`config.mk`:
```
export PLATFORM = sky130hd
export DESIGN_NAME = xpad_field_demultiplexer_top
export DESIGN_NICKNAME = d
export VERILOG_FILES = /design/src/rtl/xfd_pkg.sv /design/src/rtl/xfd_in_stage.sv /design/src/rtl/xfd_engine.sv /design/src/rtl/xfd_out_stage.sv /design/src/rtl/xpad_field_demultiplexer_top.sv
export SDC_FILE = /design/constraint.sdc
export NUM_CORES = 1
export LEC_CHECK = 0
export ABC_CLOCK_PERIOD_IN_PS = 9100
export BUFFER_PORTS_ARGS = -buffer_cell sky130_fd_sc_hd__buf_2
export CAP_MARGIN = 15
export CORE_MARGIN = 8
export CORE_UTILIZATION = 27
export CTS_CLUSTER_DIAMETER = 80
export CTS_CLUSTER_SIZE = 8
export DETAILED_ROUTE_END_ITERATION = 12
export SYNTH_ARGS = -nofsm -noshare
export SYNTH_HDL_FRONTEND = slang
export SYNTH_SLANG_ARGS = --single-unit
```
`constraint.sdc`:
```
create_clock -name clk -period 9.1 [get_ports clk]
set_input_delay 0.455 -clock clk [delete_from_list [all_inputs] [get_ports clk]]
set_output_delay 0.455 -clock clk [all_outputs]
set_load 0.02 [all_outputs]
```
`src/rtl/xfd_pkg.sv`:
```
`default_nettype none
// ----------------------------------------------------------------------------
// X-PAD field demultiplexer package
// Beat and result types, application type codes and the subfield length table.
// ----------------------------------------------------------------------------
package xfd_pkg;

    localparam int MAX_INDICATORS = 4;
    localparam int IND_IDX_W      = $clog2(MAX_INDICATORS);
    localparam int IND_CNT_W      = $clog2(MAX_INDICATORS + 1);

    // Application types
    localparam logic [4:0] APP_LENGTH     = 5'd1;
    localparam logic [4:0] APP_LABEL      = 5'd2;
    localparam logic [4:0] APP_LABEL_CONT = 5'd3;
    localparam logic [4:0] APP_MOT_START  = 5'd12;
    localparam logic [4:0] APP_MOT_CONT   = 5'd13;

    // F-PAD codes
    localparam logic [1:0] FPAD_TYPE_0     = 2'd0;
    localparam logic [1:0] XPAD_IND_VAR    = 2'd2;
    localparam logic [5:0] LEN_SUB_BYTES   = 6'd4;

    typedef struct packed {
        logic [7:0] pad_byte;
        logic       field_start;
        logic [7:0] field_bytes;
        logic [7:0] fpad_high;
        logic [7:0] fpad_low;
    } in_beat_t;

    typedef struct packed {
        logic [7:0]  out_byte;
        logic [4:0]  app_type;
        logic        sub_first;
        logic        sub_last;
        logic        without_ci;
        logic [13:0] group_length;
        logic        length_strobe;
    } result_t;

    // Subfield length from the three high bits of a contents indicator
    function automatic logic [5:0] sub_len(input logic [2:0] code);
        logic [5:0] len;
        unique case (code)
            3'd0:    len = 6'd4;
            3'd1:    len = 6'd6;
            3'd2:    len = 6'd8;
            3'd3:    len = 6'd12;
            3'd4:    len = 6'd16;
            3'd5:    len = 6'd24;
            3'd6:    len = 6'd32;
            default: len = 6'd48;
        endcase
        return len;
    endfunction

endpackage
`default_nettype wire

```
`src/rtl/xfd_in_stage.sv`:
```
`default_nettype none
// ----------------------------------------------------------------------------
// X-PAD field demultiplexer input stage
// Registers one input beat and holds it until the engine takes it.
// ----------------------------------------------------------------------------
module xfd_in_stage (
    input  wire logic             clk,
    input  wire logic             rst_n,
    input  wire logic             in_valid,
    output logic                  in_stall,
    input  wire xfd_pkg::in_beat_t beat_in,
    input  wire logic             take,
    output logic                  held_valid,
    output xfd_pkg::in_beat_t     held_beat
);
    import xfd_pkg::*;

    logic     valid_reg;
    logic     valid_next;
    in_beat_t beat_reg;
    logic     accept;

    assign in_stall   = valid_reg && !take;
    assign accept     = in_valid && !in_stall;
    assign valid_next = accept || (valid_reg && !take);

    always_ff @(posedge clk or negedge rst_n)
    begin
        if (!rst_n)
        begin
            valid_reg <= 1'b0;
        end
        else
        begin
            valid_reg <= valid_next;
        end
    end

    always_ff @(posedge clk)
    begin
        if (accept)
        begin
            beat_reg <= beat_in;
        end
    end

    assign held_valid = valid_reg;
    assign held_beat  = beat_reg;

endmodule
`default_nettype wire

```
`src/rtl/xfd_engine.sv`:
```
`default_nettype none
// ----------------------------------------------------------------------------
// X-PAD field demultiplexer engine
// Field state, indicator table and the result for the beat being taken.
// ----------------------------------------------------------------------------
module xfd_engine (
    input  wire logic              clk,
    input  wire logic              rst_n,
    input  wire logic              take,
    input  wire xfd_pkg::in_beat_t beat,
    output logic                   emit,
    output xfd_pkg::result_t       res
);
    import xfd_pkg::*;

    typedef enum logic [1:0] {PH_IDLE, PH_IND, PH_CONT, PH_REPLAY} phase_t;

    phase_t               phase_reg,      phase_next;
    logic [7:0]           field_len_reg,  field_len_next;
    logic [7:0]           field_pos_reg,  field_pos_next;
    logic [IND_CNT_W-1:0] ind_count_reg,  ind_count_next;
    logic [IND_IDX_W-1:0] ind_pos_reg,    ind_pos_next;
    logic [5:0]           sub_count_reg,  sub_count_next;
    logic [7:0]           stored_len_reg, stored_len_next;
    logic [7:0]           len_acc_reg,    len_acc_next;
    logic [4:0]           prev_type_reg,  prev_type_next;
    logic [13:0]          group_len_reg,  group_len_next;
    logic [5:0]           len_high_reg,   len_high_next;
    logic                 group_open_reg, group_open_next;

    logic [7:0] ind_table [MAX_INDICATORS];
    logic       tbl_we;

    always_comb
    begin
        logic                 active;
        logic                 lab;
        logic                 mot;
        logic [7:0]           ind;
        logic [4:0]           t;
        logic [5:0]           len;
        logic                 last;
        logic [IND_CNT_W-1:0] cnt_inc;
        logic [7:0]           acc_inc;
        logic [7:0]           pos_inc;

        phase_next      = phase_reg;
        field_len_next  = field_len_reg;
        field_pos_next  = field_pos_reg;
        ind_count_next  = ind_count_reg;
        ind_pos_next    = ind_pos_reg;
        sub_count_next  = sub_count_reg;
        stored_len_next = stored_len_reg;
        len_acc_next    = len_acc_reg;
        prev_type_next  = prev_type_reg;
        group_len_next  = group_len_reg;
        len_high_next   = len_high_reg;
        group_open_next = group_open_reg;
        tbl_we          = 1'b0;
        emit            = 1'b0;
        res             = '0;
        active          = 1'b1;

        lab = (prev_type_reg == APP_LABEL) || (prev_type_reg == APP_LABEL_CONT);
        mot = ((prev_type_reg == APP_MOT_START) || (prev_type_reg == APP_MOT_CONT))
              && group_open_reg;

        ind     = ind_table[ind_pos_reg];
        t       = ind[4:0];
        len     = sub_len(ind[7:5]);
        cnt_inc = ind_count_reg + 1'b1;
        acc_inc = len_acc_reg + {2'b00, sub_len(beat.pad_byte[7:5])};
        last    = 1'b0;
        pos_inc = 8'd0;

        if (beat.field_start)
        begin
            field_len_next = beat.field_bytes;
            field_pos_next = '0;
            phase_next     = PH_IDLE;
            if (beat.field_bytes == 8'd0 || beat.fpad_high[7:6] != FPAD_TYPE_0
                || beat.fpad_high[5:4] != XPAD_IND_VAR)
            begin
                active = 1'b0;
            end
            else if (beat.fpad_low[1])
            begin
                ind_count_next = '0;
                len_acc_next   = '0;
                phase_next     = PH_IND;
            end
            else if (stored_len_reg != 8'd0 && beat.field_bytes >= stored_len_reg
                     && (lab || mot))
            begin
                phase_next = PH_REPLAY;
            end
            else
            begin
                active = 1'b0;
            end
        end

        if (phase_next == PH_IDLE)
        begin
            active = 1'b0;
        end

        if (active)
        begin
            unique case (phase_next)
                PH_IND:
                begin
                    // A fresh field restarts the count and sum
                    if (beat.field_start)
                    begin
                        cnt_inc = IND_CNT_W'(1);
                        acc_inc = {2'b00, sub_len(beat.pad_byte[7:5])};
                    end
                    if (beat.pad_byte[4:0] != 5'd0)
                    begin
                        tbl_we         = 1'b1;
                        ind_count_next = cnt_inc;
                        len_acc_next   = acc_inc;
                        if (cnt_inc == IND_CNT_W'(MAX_INDICATORS))
                        begin
                            stored_len_next = acc_inc + 8'(MAX_INDICATORS);
                            ind_pos_next    = '0;
                            sub_count_next  = '0;
                            phase_next      = PH_CONT;
                        end
                    end
                    else
                    begin
                        // End marker counts as one byte of the field
                        stored_len_next = len_acc_next + 8'(ind_count_next) + 8'd1;
                        ind_pos_next    = '0;
                        sub_count_next  = '0;
                        phase_next      = (ind_count_next == '0) ? PH_IDLE : PH_CONT;
                    end
                end
                PH_CONT:
                begin
                    if (t == APP_LENGTH)
                    begin
                        if (sub_count_reg == 6'd0)
                        begin
                            len_high_next  = beat.pad_byte[5:0];
                            prev_type_next = APP_LENGTH;
                        end
                        else if (sub_count_reg == 6'd1)
                        begin
                            group_len_next    = {len_high_reg, beat.pad_byte};
                            emit              = 1'b1;
                            res.app_type      = APP_LENGTH;
                            res.length_strobe = 1'b1;
                        end
                        sub_count_next = sub_count_reg + 6'd1;
                        last           = (sub_count_next >= LEN_SUB_BYTES);
                    end
                    else if (t == APP_LABEL || t == APP_LABEL_CONT
                             || t == APP_MOT_START || t == APP_MOT_CONT)
                    begin
                        last = ({1'b0, sub_count_reg} + 7'd1) >= {1'b0, len};
                        if (sub_count_reg == 6'd0)
                        begin
                            prev_type_next = t;
                            if (t == APP_MOT_START)
                            begin
                                group_open_next = {8'd0, len} < group_len_reg;
                            end
                        end
                        emit           = 1'b1;
                        res.out_byte   = beat.pad_byte;
                        res.app_type   = t;
                        res.sub_first  = (sub_count_reg == 6'd0);
                        res.sub_last   = last;
                        sub_count_next = sub_count_reg + 6'd1;
                    end
                    else
                    begin
                        // Unknown type: drop the rest of the field
                        phase_next = PH_IDLE;
                    end
                    if (last)
                    begin
                        sub_count_next = '0;
                        if (({1'b0, ind_pos_reg} + 1'b1) >= ind_count_reg)
                        begin
                            phase_next = PH_IDLE;
                        end
                        else
                        begin
                            ind_pos_next = ind_pos_reg + 1'b1;
                        end
                    end
                end
                PH_REPLAY:
                begin
                    last           = ({1'b0, field_pos_next} + 9'd1) >= {1'b0, stored_len_reg};
                    emit           = 1'b1;
                    res.out_byte   = beat.pad_byte;
                    res.app_type   = lab ? APP_LABEL_CONT : APP_MOT_CONT;
                    res.sub_first  = (field_pos_next == 8'd0);
                    res.sub_last   = last;
                    res.without_ci = 1'b1;
                    if (last)
                    begin
                        phase_next = PH_IDLE;
                    end
                end
                default:
                begin
                    phase_next = PH_IDLE;
                end
            endcase

            pos_inc        = field_pos_next + 8'd1;
            field_pos_next = pos_inc;
            if (pos_inc >= field_len_next || pos_inc == 8'd0)
            begin
                phase_next = PH_IDLE;
            end
        end

        res.group_length = group_len_next;
    end

    always_ff @(posedge clk or negedge rst_n)
    begin
        if (!rst_n)
        begin
            phase_reg      <= PH_IDLE;
            field_len_reg  <= '0;
            field_pos_reg  <= '0;
            ind_count_reg  <= '0;
            ind_pos_reg    <= '0;
            sub_count_reg  <= '0;
            stored_len_reg <= '0;
            len_acc_reg    <= '0;
            prev_type_reg  <= '0;
            group_len_reg  <= '0;
            len_high_reg   <= '0;
            group_open_reg <= 1'b0;
        end
        else if (take)
        begin
            phase_reg      <= phase_next;
            field_len_reg  <= field_len_next;
            field_pos_reg  <= field_pos_next;
            ind_count_reg  <= ind_count_next;
            ind_pos_reg    <= ind_pos_next;
            sub_count_reg  <= sub_count_next;
            stored_len_reg <= stored_len_next;
            len_acc_reg    <= len_acc_next;
            prev_type_reg  <= prev_type_next;
            group_len_reg  <= group_len_next;
            len_high_reg   <= len_high_next;
            group_open_reg <= group_open_next;
        end
    end

    // Indicator store: slot picked by the count before this beat
    always_ff @(posedge clk)
    begin
        if (take && tbl_we)
        begin
            ind_table[ind_count_next[IND_IDX_W-1:0] - 1'b1] <= beat.pad_byte;
        end
    end

    a_idle_holds: assert property (@(posedge clk) disable iff (!rst_n)
        take && phase_reg == PH_IDLE && !beat.field_start |=> phase_reg == PH_IDLE)
        else $error("engine left idle without a field start");

    a_pos_in_range: assert property (@(posedge clk) disable iff (!rst_n)
        phase_reg == PH_CONT |-> {1'b0, ind_pos_reg} < ind_count_reg)
        else $error("subfield position beyond indicator count");

    a_replay_source: assert property (@(posedge clk) disable iff (!rst_n)
        emit && res.without_ci |-> phase_reg == PH_REPLAY || beat.field_start)
        else $error("replayed byte outside a replay field");

    a_strobe_type: assert property (@(posedge clk) disable iff (!rst_n)
        emit && res.length_strobe |-> res.app_type == APP_LENGTH && !res.sub_first
        && !res.sub_last)
        else $error("length result with data marks");

endmodule
`default_nettype wire

```
`src/rtl/xfd_out_stage.sv`:
```
`default_nettype none
// ----------------------------------------------------------------------------
// X-PAD field demultiplexer output stage
// Result register; holds a stalled beat and tells the engine when it may move.
// ----------------------------------------------------------------------------
module xfd_out_stage (
    input  wire logic             clk,
    input  wire logic             rst_n,
    input  wire logic             held_valid,
    input  wire logic             emit,
    input  wire xfd_pkg::result_t res,
    output logic                  take,
    output logic                  out_valid,
    input  wire logic             out_stall,
    output xfd_pkg::result_t      res_out
);
    import xfd_pkg::*;

    logic    valid_reg;
    logic    valid_next;
    result_t res_reg;
    logic    room;

    assign room       = !valid_reg || !out_stall;
    assign take       = held_valid && room;
    assign valid_next = take ? emit : (valid_reg && out_stall);

    always_ff @(posedge clk or negedge rst_n)
    begin
        if (!rst_n)
        begin
            valid_reg <= 1'b0;
        end
        else
        begin
            valid_reg <= valid_next;
        end
    end

    always_ff @(posedge clk)
    begin
        if (take && emit)
        begin
            res_reg <= res;
        end
    end

    assign out_valid = valid_reg;
    assign res_out   = res_reg;

endmodule
`default_nettype wire

```
`src/rtl/xpad_field_demultiplexer_top.sv`:
```
`default_nettype none
// ----------------------------------------------------------------------------
// X-PAD field demultiplexer
// Splits a variable X-PAD field into tagged subfield bytes and group lengths.
// ----------------------------------------------------------------------------
// Takes one X-PAD byte per cycle with its F-PAD pair and gives at most one
// result per byte: the input register loads the accepted byte, then the
// engine takes it and the field state update goes into the result register.
// The whole field state advances once per accepted beat, so the sustained
// rate is one byte per cycle while out_stall is low. A result waiting under
// out_stall blocks the engine; the input register still takes one more beat.
// Indicator bytes, the silent bytes of a length subfield and dropped bytes
// give no result.
// ----------------------------------------------------------------------------
module xpad_field_demultiplexer_top (
    input  wire logic        clk,
    input  wire logic        rst_n,
    input  wire logic        in_valid,
    output logic             in_stall,
    input  wire logic [7:0]  pad_byte,
    input  wire logic        field_start,
    input  wire logic [7:0]  field_bytes,
    input  wire logic [7:0]  fpad_high,
    input  wire logic [7:0]  fpad_low,
    output logic             out_valid,
    input  wire logic        out_stall,
    output logic [7:0]       out_byte,
    output logic [4:0]       app_type,
    output logic             sub_first,
    output logic             sub_last,
    output logic             without_ci,
    output logic [13:0]      group_length,
    output logic             length_strobe
);
    import xfd_pkg::*;

    in_beat_t beat_in;
    in_beat_t held_beat;
    logic     held_valid;
    logic     take;
    logic     emit;
    result_t  res;
    result_t  res_out;

    assign beat_in.pad_byte    = pad_byte;
    assign beat_in.field_start = field_start;
    assign beat_in.field_bytes = field_bytes;
    assign beat_in.fpad_high   = fpad_high;
    assign beat_in.fpad_low    = fpad_low;

    xfd_in_stage u_in (
        .clk        (clk),
        .rst_n      (rst_n),
        .in_valid   (in_valid),
        .in_stall   (in_stall),
        .beat_in    (beat_in),
        .take       (take),
        .held_valid (held_valid),
        .held_beat  (held_beat)
    );

    xfd_engine u_engine (
        .clk   (clk),
        .rst_n (rst_n),
        .take  (take),
        .beat  (held_beat),
        .emit  (emit),
        .res   (res)
    );

    xfd_out_stage u_out (
        .clk        (clk),
        .rst_n      (rst_n),
        .held_valid (held_valid),
        .emit       (emit),
        .res        (res),
        .take       (take),
        .out_valid  (out_valid),
        .out_stall  (out_stall),
        .res_out    (res_out)
    );

    assign out_byte      = res_out.out_byte;
    assign app_type      = res_out.app_type;
    assign sub_first     = res_out.sub_first;
    assign sub_last      = res_out.sub_last;
    assign without_ci    = res_out.without_ci;
    assign group_length  = res_out.group_length;
    assign length_strobe = res_out.length_strobe;

endmodule
`default_nettype wire

```
==> results of run 1 <==
-- kinds of logic (layout without fill, tap and decap cells) --
family,Yosys count,count (layout),synth area share [%]
AOI/OAI and AO/OA,158,158,12.92
xor gates and xnor gates,18,18,1.838
adders and majority gates,59,59,8.779
buffers and inverters,66,140,3.077
DFF,157,157,50.75
muxes,59,59,8.925
other,1,1,0.04371
and+or+nand+nor,215,215,13.67
-- routing by layer --
metal / routed length [um] / vias to the layer above / part of all wire [%]
li1: - / 2856 / -
met1: 8606 / 2827 / 45
met2: 9372 / 94 / 49
met3: 700 / 23 / 3.7
met4: 357 / 0 / 1.9
met5: 0 / - / 0
-- cell type report --
| type | count | share of cell area (%) |
|---|---|---|
| clock buffer | 19 | 4.384 |
| clock inverter | 13 | 1.064 |
| inverter | 44 | 1.672 |
| sequential | 157 | 44.09 |
| tap | 402 | 5.093 |
| multi-input combinational | 510 | 40.28 |
| timing repair buffer | 64 | 3.421 |
-- through the flow --
step	instance area, um2	worst slack, ns	power [W]	cells
2_1_floorplan	8579	4.417	0.0008497	733
3_3_place_gp	9338	4.661	0.0008846	1177
3_5_place_dp	9338	4.597	0.0008875	1177
4_1_cts	9876	4.591	0.001552	1209
5_1_grt	9876	4.295	0.001591	1209
6_report	9876	4.623	0.001530	1209
-- worst max path at each step --
stage                                           from                 to  slack, ns  cells after the start
after floorplan                   u_in.held_beat[21]   u_out.res_out[0]       4.42                     12
after global placement            u_in.held_beat[21]  u_out.res_out[27]       4.66                     12
after detailed placement          u_in.held_beat[21]  u_out.res_out[29]       4.60                     12
after CTS                         u_in.held_beat[21]   u_out.res_out[8]       4.59                     12
after global routing      u_engine.stored_len_reg[5]  u_out.res_out[28]       4.29                     13
final                             u_in.held_beat[21]  u_out.res_out[28]       4.62                     12
-- placed cells by master, fill, tap and decap left out, drive strengths merged, types with 4 or more instances in the layout --
master and instances:
a21o 9, a21oi 34, a221oi 4, a22o 22
a31o 4, a31oi 4, and2 20, and3 9
buf 64, clkbuf 19, dfrtp 72, edfxtp 85
ha 57, inv 51, mux2 39, mux2i 12
mux4 8, nand2 47, nand2b 9, nand3 20
nand3b 4, nand4 6, nor2 42, nor2b 13
nor3 12, nor3b 6, nor4 10, o211ai 10
o21a 8, o21ai 33, or3 5, xnor2 13
xor2 5
-- where the power goes --
part	internal (W)	total [W]	switching (W)
registers	0.000767	0.000786	0.0000189
logic	0.0000330	0.0000866	0.0000536
clock network	0.000355	0.000658	0.000303
-- worst reg2reg max path, stage by stage, from the launching register on --
cell and delay, ns:
edfxtp_1 0.44, ha_1 0.34, a21o_1 0.18, a21o_1 0.17, a221o_1 0.40, and2_1 0.19, nor2_1 0.16, a2bb2oi_1 0.38
ha_1 0.33, inv_1 0.12, nor2_1 0.26, o211ai_1 0.20, a21oi_4 0.90
==> summary.md, run 1 <==
| Metric | Value |
|---|---|
| Top cell type by total area after synthesis | edfxtp_1 |
| Core area | 31390 um2 |
| Seq/Total Area, Yosys | 50.75% |
| Final setup vio count | 0 |
| Layout cells sized above 1 | 18.22% |
| TritonCTS clock tree | yes |
| Worst min-delay path category | primary input to async pin |
| Yosys reg bits | 157 |
| CTS Buf Count | 17 |
| Clock Latency Late Sink | 0.43 ns |
| Leak | 3.938 nW |
| Critical path's slowest cell | a21oi_4 |
| Multi-input logic area | 3978 um2 |
| Status | completed |
| Critical Path Sink Type | register |
| Netlist cell types | 79 |
| Fill count | 3175 |
| Max transition margin | 23.05% |
| Router iterations before antenna repair | 5 |
| GR Layer Usage met1 | 12.43% |
| DR WL/cell | 15.75 um |
| Max cap viols | 0 |
| GR peak layer | met2 |
| Initial antenna violation count | 0 |
| GR Util All Layers | 10.22% |
| Hold Buf Count CTS | 0 |
| RSZ-0062 raised after global routing | no |
| Setup TNS | 0 ns |
| Worst hold slack | 0.1831 ns |
| CTS Root Buffer Type | clkbuf_16 |
| Commonest cells post-synth | edfxtp_1, dfrtp_1, ha_1, nand2_1, inv_1 |
| Grt met3 use | 2.204% |
| Die area | 37740 um2 |
| Post-synthesis cell count | 733 |
| Most used DFF post-synth | edfxtp_1 |
| Die width | 194.3 um |
| Worst Path Class, Setup | register to register |
| Drt initial violations | 289 |
| Worst Skew | 0.008714 ns |
| Post-synth EDFFs | 85 |
| Top-count cell post-synth | edfxtp_1 |
| Crit-path cells | ha_1 -> a21o_1 -> a21o_1 -> a221o_1 -> and2_1 -> nor2_1 -> a2bb2oi_1 -> ha_1 -> inv_1 -> nor2_1 -> o211ai_1 -> a21oi_4 |
| Largest net degree at the start of global routing | 73 |
| Achievable Freq | 0.2233 GHz |
| FF+latch area | 4354 um2 |
| Final slew viol count | 0 |
| Vias per cell | 4.797 |
| Vias | 5800 |
| Final core utilization | 31.46% |
| Die height | 194.3 um |
| Max Buffers Root-to-Sink | 2 |
| Ant. Diodes | 0 |
| R2R Setup Slk | 4.62 ns |
| Reg-to-Reg End | u_out.res_out[28] |
| Reg2reg start | u_in.held_beat[21] |
| Final Cycle Share | 49.20% |
| Async set or reset register ratio after synthesis | 45.86% |
| Final ANT Viol Nets | 0 |
| YS warnings | 0 |
| GR Layer Usage met2 | 17.48% |
| Total Nets Final | 890 |
| Crit path largest cell delay | 0.90 ns |
| Max reg flops | 32 |
| Synthesis-to-finish area growth | 15.11% |
| WP buf/inv | 1 |
| GR Overflow Total | 0 |
| H-tree levels | 4 |
| Top post-synthesis cells by area | edfxtp_1, dfrtp_1, ha_1 |
| I/O Pins | 70 |
| Crit path time final | 4.477 ns |
| Avg Inst Size Synth | 11.70 um2 |
| Worst path arrival time | 4.52 ns |
| First-pass GRT wire length | 30970 um |
| Crit-path max FO | 32 |
| Max VDD drop | 0.00008079 V |
| CP top delay family | compound AO/OA/AOI/OAI gates |
| Critical Path Start Type | register |
| IO buf count | 58 |
| R2r worst-path depth | 12 |
| Clock slew at reported path FFs | 0.06 ns |
| Initial Util | 27.33% |
| Vias in the first global route | 5808 |
| Final Routed Wirelength | 19040 um |
| Hold Fails Final Rpt | 0 |
| Pwr/cell area | 155.0 nW/um2 |
| Routability cong. | 0.8171 |
| Syn nets | 829 |
| FP Rows | 65 |
| Postcts setup bufs | 0 |
| Cts repair resizes | 0 |
| Post-Syn Area | 8579 um2 |
| Post-synth top area share | 29.75% |
| Drt drc | 0 |
| Worst slew pin tran | 1.125 ns |
| Worst Path Required | 9.15 ns |
| Dpl hpwl | 13930 um |
| Clock sinks | 157 |
(Power assumes the default switching activity.)
==> run 2: changes to the inputs <==
--- a/config.mk
+++ b/config.mk
@@ -5,7 +5,8 @@
 export SDC_FILE = /design/constraint.sdc
 export NUM_CORES = 1
 export LEC_CHECK = 0
-export ABC_CLOCK_PERIOD_IN_PS = 9100
+export ABC_AREA = 1
+export ABC_CLOCK_PERIOD_IN_PS = 4300
 export BUFFER_PORTS_ARGS = -buffer_cell sky130_fd_sc_hd__buf_2
 export CAP_MARGIN = 15
 export CORE_MARGIN = 8
==> constraint.sdc (replaced) <==
create_clock -name clk -period 4.3 [get_ports clk]
set_input_delay 0.215 -clock clk [delete_from_list [all_inputs] [get_ports clk]]
set_output_delay 0.215 -clock clk [all_outputs]
set_load 0.02 [all_outputs]
==> run 2 against run 1 <==
Flip-flop and latch count stayed put. Synthesized area is 12% higher. Highest routed layer unchanged. Critical path depth is 5 higher. Synthesized cell count is 64% higher. Cell count is 45% higher. Clock-buffer cell count is 1 higher. Sequential power is 120% higher. Design area is 13% higher. Hold slack worse by 0.087 ns.
==> summary.md, run 2 <==
| Metric | Value |
|---|---|
| Status | completed |
| Seq/Total Area, Yosys | 45.34% (-5.4 points) |
| Drt initial violations | 556 (+92%) |
| Router iterations before antenna repair | 5 (unchanged) |
| Async set or reset register ratio after synthesis | 45.86% (unchanged) |
| Layout cells sized above 1 | 11.46% (-6.8 points) |
| Postcts setup bufs | 0 (unchanged) |
| CTS Buf Count | 17 (unchanged) |
| Critical Path Start Type | register |
| FP Rows | 69 (+6.2%) |
| Post-Syn Area | 9603 um2 (+12%) |
| Critical Path Stages | 17 (+5) |
| Clock sinks | 157 (unchanged) |
| Hold path startpoint | out_stall |
| Crit path time final | 3.571 ns (-0.9067 ns) |
| Top cell type by total area after synthesis | edfxtp_1 |
| Hold path endpoint | u_out.out_valid |
| Initial antenna violation count | 0 (unchanged) |
| Critical Path Sink Type | register |
| Die height | 204.6 um (+5.3%) |
| Worst path arrival time | 3.71 ns (-0.81 ns) |
| Worst min-delay path category | primary input to register |
| Cts repair resizes | 0 (unchanged) |
| Crit path largest cell delay | 0.45 ns (-0.45 ns) |
| Most used cell, CP | nand2_1 |
| Vias per cell | 4.643 (-3.2%) |
| Worst Path Required | 4.44 ns (-4.71 ns) |
| H-tree levels | 4 (unchanged) |
| Top-count cell post-synth | nand2_1 |
| Synthesis-to-finish area growth | 16.64% |
| I/O Pins | 70 (unchanged) |
| Final ANT Viol Nets | 0 (unchanged) |
| Reg2reg start | u_in.held_beat[23] |
| Commonest non-fill, non-tap cell in the layout | nand2_1 |
| XOR/XNOR share of the synthesized area | 1.186% (-0.65 points) |
| GR Layer Usage met2 | 20.54% (+3.1 points) |
| Post-synth EDFFs | 85 (unchanged) |
| Max Buffers Root-to-Sink | 2 (unchanged) |
| Die width | 204.6 um (+5.3%) |
| Final slew viol count | 0 (unchanged) |
| Vias in the first global route | 7867 (+35%) |
| Max reg flops | 32 (unchanged) |
| Syn nets | 1296 (+56%) |
| Fraction of the mapped netlist area in adder cells | 7.844% (-0.94 points) |
| Hold Buf Count CTS | 24 (+24) |
| CTS Root Buffer Type | clkbuf_16 |
| CP top delay family | simple AND/OR/NAND/NOR gates |
| Ant. Diodes | 0 (unchanged) |
| Vias | 8140 (+40%) |
| IO buf count | 58 (unchanged) |
| Final Routed Wirelength | 24600 um (+29%) |
| Post-synthesis cell count | 1200 (+64%) |
| Critical path's slowest cell | edfxtp_1 |
| Pwr/cell area | 362.9 nW/um2 (+130%) |
| CP startpoint | u_in.held_beat[23] |
| Initial Util | 27.20% (-0.13 points) |
| Worst slew pin tran | 1.031 ns (-0.09395 ns) |
| WP buf/inv | 2 (+1) |
| Core area | 35310 um2 (+12%) |
| Most frequent cells in the layout | nand2_1, inv_1, o21ai_0 |
| Die area | 41860 um2 (+11%) |
| GR Overflow Total | 0 (unchanged) |
| Crit-path cells | ha_1 -> nand2_1 -> nor2_1 -> nand4_1 -> nand3_1 -> nand2_1 -> nand2_1 -> nand2_2 -> nand2_1 -> o21ai_0 -> ha_1 -> inv_1 -> nand2_1 -> nor3_4 -> nand2_1 -> nor3_1 -> buf_4 |
| Largest family of logic cells by synthesized area | simple AND/OR/NAND/NOR gates |
| Commonest cells post-synth | nand2_1, inv_1, o21ai_0, edfxtp_1, dfrtp_1 |
| GR Layer Usage met1 | 15.09% (+2.7 points) |
| DR WL/cell | 14.03 um (-11%) |
| Largest net degree at the start of global routing | 73 (unchanged) |
| Total power | 0.004065 W (+170%) |
| Worst Skew | 0.01174 ns (+0.003029 ns) |
| Crit-path max FO | 8 (-75%) |
| Most used DFF post-synth | edfxtp_1 |
| Achievable Freq | 0.2801 GHz (+25%) |
| Post-synth top area share | 26.58% (-3.2 points) |
| First-pass GRT wire length | 40540 um (+31%) |
| RSZ-0062 raised after global routing | no |
| Max cap viols | 0 (unchanged) |
| Post-Synth Simple-Gate Area | 24.96% (+11 points) |
| Dpl hpwl | 17890 um (+28%) |
| Max transition margin | 31.26% (+8.2 points) |
| R2R Setup Slk | 0.73 ns (-3.89 ns) |
| Mux cell area share after synthesis | 0.8339% (-8.1 points) |
| Netlist cell types | 47 (-41%) |
| Reg-to-Reg End | u_engine.ind_table[1][1] |
| GR peak layer | met2 |
| Final Cycle Share | 83.04% (+34 points) |
| Grt met3 use | 2.198% (-0.0061 points) |
| Drt drc | 0 (unchanged) |
| Routability cong. | 0.8602 (+5.3%) |
| Clock Latency Late Sink | 0.43 ns (about the same) |
| Leak | 5.132 nW (+30%) |
| Hold Fails Final Rpt | 0 (unchanged) |
| R2r worst-path depth | 17 (+5) |
| Setup TNS | 0 ns (unchanged) |
| Yosys reg bits | 157 (unchanged) |
| Clock slew at reported path FFs | 0.07 ns (about the same) |
| Synth Area in Compound Gates | 11.57% (-1.4 points) |
| Final setup vio count | 0 (unchanged) |
| TritonCTS clock tree | yes |
| Max VDD drop | 0.0002924 V (+260%) |
| Worst Path Class, Setup | register to register |
| Top post-synthesis cells by area | edfxtp_1, dfrtp_1, nand2_1 |
| Hold Path Stages | 3 |
| Avg Inst Size Synth | 8.002 um2 (-32%) |
| YS warnings | 0 (unchanged) |
| Total Nets Final | 1375 (+54%) |
| GR Util All Layers | 12.07% (+1.8 points) |
-- run 2: final cells by class --
type                    instances  area (um2)
flip-flops and latches        157        4354
inverters                     148       563.0
clock buffers                  20       456.7
clock inverters                12       107.6
repair buffers                101       675.6
multi-input cells             854        4467
fillers                      3684       24110
well taps                     461       576.8
-- run 2: worst max-delay path by stage --
stage and endpoint:
3_5_place_dp u_engine.ind_table[1][0], 3_3_place_gp u_engine.ind_table[1][4], 4_1_cts u_engine.ind_table[1][1], 5_1_grt u_engine.ind_table[3][2]
6_report u_engine.ind_table[1][1], 2_1_floorplan u_out.res_out[0]
-- run 2: through the flow --
stage / setup slack, ns / hold slack [ns] / util (%) / area, um2 / std cells
3_3_place_gp: 0.7603 / 0.3922 / 29.44 / 10400 / 1697
6_report: 0.7294 / 0.09610 / 31.72 / 11200 / 1753
3_5_place_dp: 0.7411 / 0.3931 / 29.44 / 10400 / 1697
5_1_grt: 0.4113 / 0.09225 / 31.72 / 11200 / 1753
2_1_floorplan: 0.2120 / -0.08059 / - / 9603 / 1200
4_1_cts: 0.7190 / 0.07703 / 31.72 / 11200 / 1753
-- run 2: logic make-up after synthesis --
kind of cell / after synthesis
adders and majority gates: 59
other: 1
and+or+nand+nor: 572
xor gates and xnor gates: 13
buffers and inverters: 189
AOI/OAI and AO/OA: 201
muxes: 8
DFF: 157
-- run 2: routing by layer --
metal	vias to the layer above	part of all wire (%)
li1	4093	-
met1	3872	45
met2	148	49
met3	27	4.2
met4	0	1.9
met5	-	0
-- run 2: power breakdown --
| part | leakage [nW] | switching (W) | internal [W] | total (W) |
|---|---|---|---|---|
| registers | 1.74 | 0.0000773 | 0.00166 | 0.00174 |
| logic | 3.11 | 0.000557 | 0.000281 | 0.000838 |
| clock network | 0.277 | 0.000654 | 0.000831 | 0.00149 |
| total | 5.13 | 0.00129 | 0.00278 | 0.00406 |
-- run 2: worst register-to-register path: cells and delay by family (launching register included) --
| family | cells | cell delay, ns |
|---|---|---|
| simple gates | 12 | 1.66 |
| compound gates | 1 | 0.18 |
| fa+ha+maj | 2 | 0.67 |
| flops | 1 | 0.45 |
| buf+inv | 2 | 0.31 |
==> run 3: changes to the inputs <==
--- a/config.mk
+++ b/config.mk
@@ -5,8 +5,8 @@
 export SDC_FILE = /design/constraint.sdc
 export NUM_CORES = 1
 export LEC_CHECK = 0
-export ABC_AREA = 1
-export ABC_CLOCK_PERIOD_IN_PS = 4300
+export ABC_AREA = 0
+export ABC_CLOCK_PERIOD_IN_PS = 3350
 export BUFFER_PORTS_ARGS = -buffer_cell sky130_fd_sc_hd__buf_2
 export CAP_MARGIN = 15
 export CORE_MARGIN = 8
==> constraint.sdc (replaced) <==
create_clock -name clk -period 3.35 [get_ports clk]
set_input_delay 0.1675 -clock clk [delete_from_list [all_inputs] [get_ports clk]]
set_output_delay 0.1675 -clock clk [all_outputs]
set_load 0.02 [all_outputs]
==> run 3 against run 2 <==
The flow now finishes with violations (negative setup slack). First-iteration DRC count shrank 26%. Core utilization grew 4.5 points. Register-to-register slack lost 0.74 ns. Global-route usage shrank 0.76 points. Clock-buffer cell count shrank 3. Sequential power grew 22%. Design area grew 1.4%. Critical path depth shrank 2. Power grew 12%. Non-clock buffer count grew 86. Flip-flop and latch count is the same. Critical path type unchanged. Critical endpoint is now u_out.res_out[9].
==> summary.md, run 3 (synthesis results as in run 1) <==
| Metric | Value |
|---|---|
| I/O Pins | 70 (unchanged) |
| H-tree levels | 4 (unchanged) |
| Fill count | 3026 (-18%) |
| Vias in the first global route | 6419 (-18%) |
| Max VDD drop | 0.0003451 V (+18%) |
| Routability cong. | 0.8373 (-2.7%) |
| Worst Path Class, Setup | register to register |
| Final Cycle Share | 100.4% (+17 points) |
| Core area | 31390 um2 (-11%) |
| FP Rows | 65 (-5.8%) |
| IO buf count | 58 (unchanged) |
| Router iterations before antenna repair | 6 (+1) |
| Ant. Diodes | 0 (unchanged) |
| Crit-path max FO | 20 (+12) |
| Clock slew at reported path FFs | 0.07 ns (about the same) |
| Die width | 194.3 um (-5.1%) |
| PnR worst setup slack | -0.01208 ns (-0.7415 ns) |
| First-pass GRT wire length | 34330 um (-15%) |
| Clock sinks | 157 (unchanged) |
| Worst min-delay path category | primary input to async pin |
| Finished Layout Cells | 1332 (-24%) |
| GR Overflow Total | 0 (unchanged) |
| Synthesis-to-finish area growth | 32.40% |
| RSZ-0062 raised after global routing | yes |
| Vias per cell | 4.770 (+2.7%) |
| Final Routed Wirelength | 21380 um (-13%) |
| Most frequent cells in the layout | buf_4, edfxtp_1, dfrtp_1 |
| TritonCTS clock tree | yes |
| Leak | 4.656 nW (-9.3%) |
| CTS Root Buffer Type | clkbuf_16 |
| Worst slew pin tran | 0.7597 ns (-0.2714 ns) |
| Final slew viol count | 0 (unchanged) |
| Achievable Freq | 0.2974 GHz (+6.2%) |
| Commonest non-fill, non-tap cell in the layout | buf_4 |
| Worst path arrival time | 3.55 ns (-0.16 ns) |
| Setup TNS | -0.04238 ns (-0.04238 ns) |
| Clock Latency Late Sink | 0.44 ns (about the same) |
| Worst Skew | 0.01268 ns (+0.0009380 ns) |
| Final setup vio count | 8 (+8) |
| Critical Path Start Type | register |
| DR WL/cell | 16.05 um (+14%) |
| Hold Fails Final Rpt | 0 (unchanged) |
| Total Nets Final | 1013 (-26%) |
| Max Buffers Root-to-Sink | 2 (unchanged) |
| Drt initial violations | 410 (-26%) |
| Layout cells sized above 1 | 31.51% (+20 points) |
| Worst Path Required | 3.54 ns (-0.90 ns) |
| Final ANT Viol Nets | 0 (unchanged) |
| Initial antenna violation count | 0 (unchanged) |
| GR Util All Layers | 11.31% (-0.76 points) |
| Die area | 37740 um2 (-9.8%) |
| Max cap viols | 0 (unchanged) |
| CTS Buf Count | 17 (unchanged) |
| Placed insts | 1262 (-26%) |
| Setup Slack @ Placement | -0.1630 ns (-0.9041 ns) |
| Largest net degree at the start of global routing | 56 (-23%) |
| Pwr/cell area | 399.1 nW/um2 (+10%) |
| Failing checks | negative setup slack |
| Dpl hpwl | 15660 um (-12%) |
| Vias | 6354 (-22%) |
| Max reg flops | 32 (unchanged) |
| Status | complete, but fails checks |
| Max transition margin | 49.35% (+18 points) |
| Crit path time final | 3.362 ns (-0.2085 ns) |
| Worst hold slack | 0.3475 ns (+0.2514 ns) |
| Drt drc | 0 (unchanged) |
| Die height | 194.3 um (-5.1%) |
| Critical Path Sink Type | register |
| Initial Util | 27.33% (+0.13 points) |
==> run 3: routing by layer <==
| metal | part of all wire [%] | track usage (%) | wire (um) |
|---|---|---|---|
| met1 | 47 | 14.40 | 9984 |
| met2 | 49 | 19.18 | 10570 |
| met3 | 2.3 | 1.996 | 492 |
| met4 | 1.6 | 3.706 | 337 |
| met5 | 0 | 0 | 0 |
==> run 3: area by class of cell <==
type	instances	area [um2]	share of cell area [%]
timing repair buffer	187	1448	12.74
tap	402	503.0	4.428
sequential	157	4355	38.34
inverter	44	167.7	1.476
multi-input combinational	510	4244	37.36
clock buffer	17	425.4	3.745
clock inverter	15	216.5	1.906
==> run 3: what timing repair did <==
item                                   in CTS  in global routing
pin swaps                                  15                  8
hold buffers                               25                  0
buffers inserted                            6                  9
resized for setup                          11                 40
endpoints found under the hold margin      78                  0
setup endpoints to repair                  78                138
==> run 3: worst paths after layout <==
check	to	startpoint	slack, ns	cells past startpoint
worst max-delay path	u_out.res_out[9]	u_engine.stored_len_reg[5]	-0.01	15
worst min-delay path	u_engine.sub_count_reg[3]	rst_n	0.35	2
worst max register to register	u_out.res_out[9]	u_engine.stored_len_reg[5]	-0.01	15
worst min register to register	u_engine.field_len_reg[0]	u_engine.field_len_reg[0]	0.49	2
max in group asynchronous	u_engine.ind_pos_reg[0]	rst_n	2.23	3
min in group clk	u_in.held_beat[30]	pad_byte[5]	0.44	2
==> run 3: worst max-delay path, stage by stage, from the launching register on <==
cell and delay [ns]:
dfrtp_1 0.40, inv_2 0.09, ha_4 0.20, a21o_1 0.15, a21o_1 0.15, a221o_1 0.35
and2_4 0.17, nor2_4 0.12, a2bb2oi_4 0.20, ha_4 0.17, inv_4 0.04, and3_4 0.14
a221oi_4 0.37, nor3_2 0.10, buf_12 0.17, mux2_2 0.27
==> run 3: stage by stage <==
step                cell area (um2)  power [W]  util, %
floorplan                      8683   0.002313        -
global placement              10160   0.002443    32.36
detailed placement            10160   0.002452    32.36
CTS                           11130   0.004587    35.46
global route                  11360   0.004709    36.19
finish                        11360   0.004534    36.19
==> run 3: report_power, final <==
group / internal (W) / leakage (nW) / switching (W)
combinational: 0.000145 / 2.66 / 0.000174
sequential: 0.00208 / 1.68 / 0.0000446
clock: 0.00116 / 0.313 / 0.000933
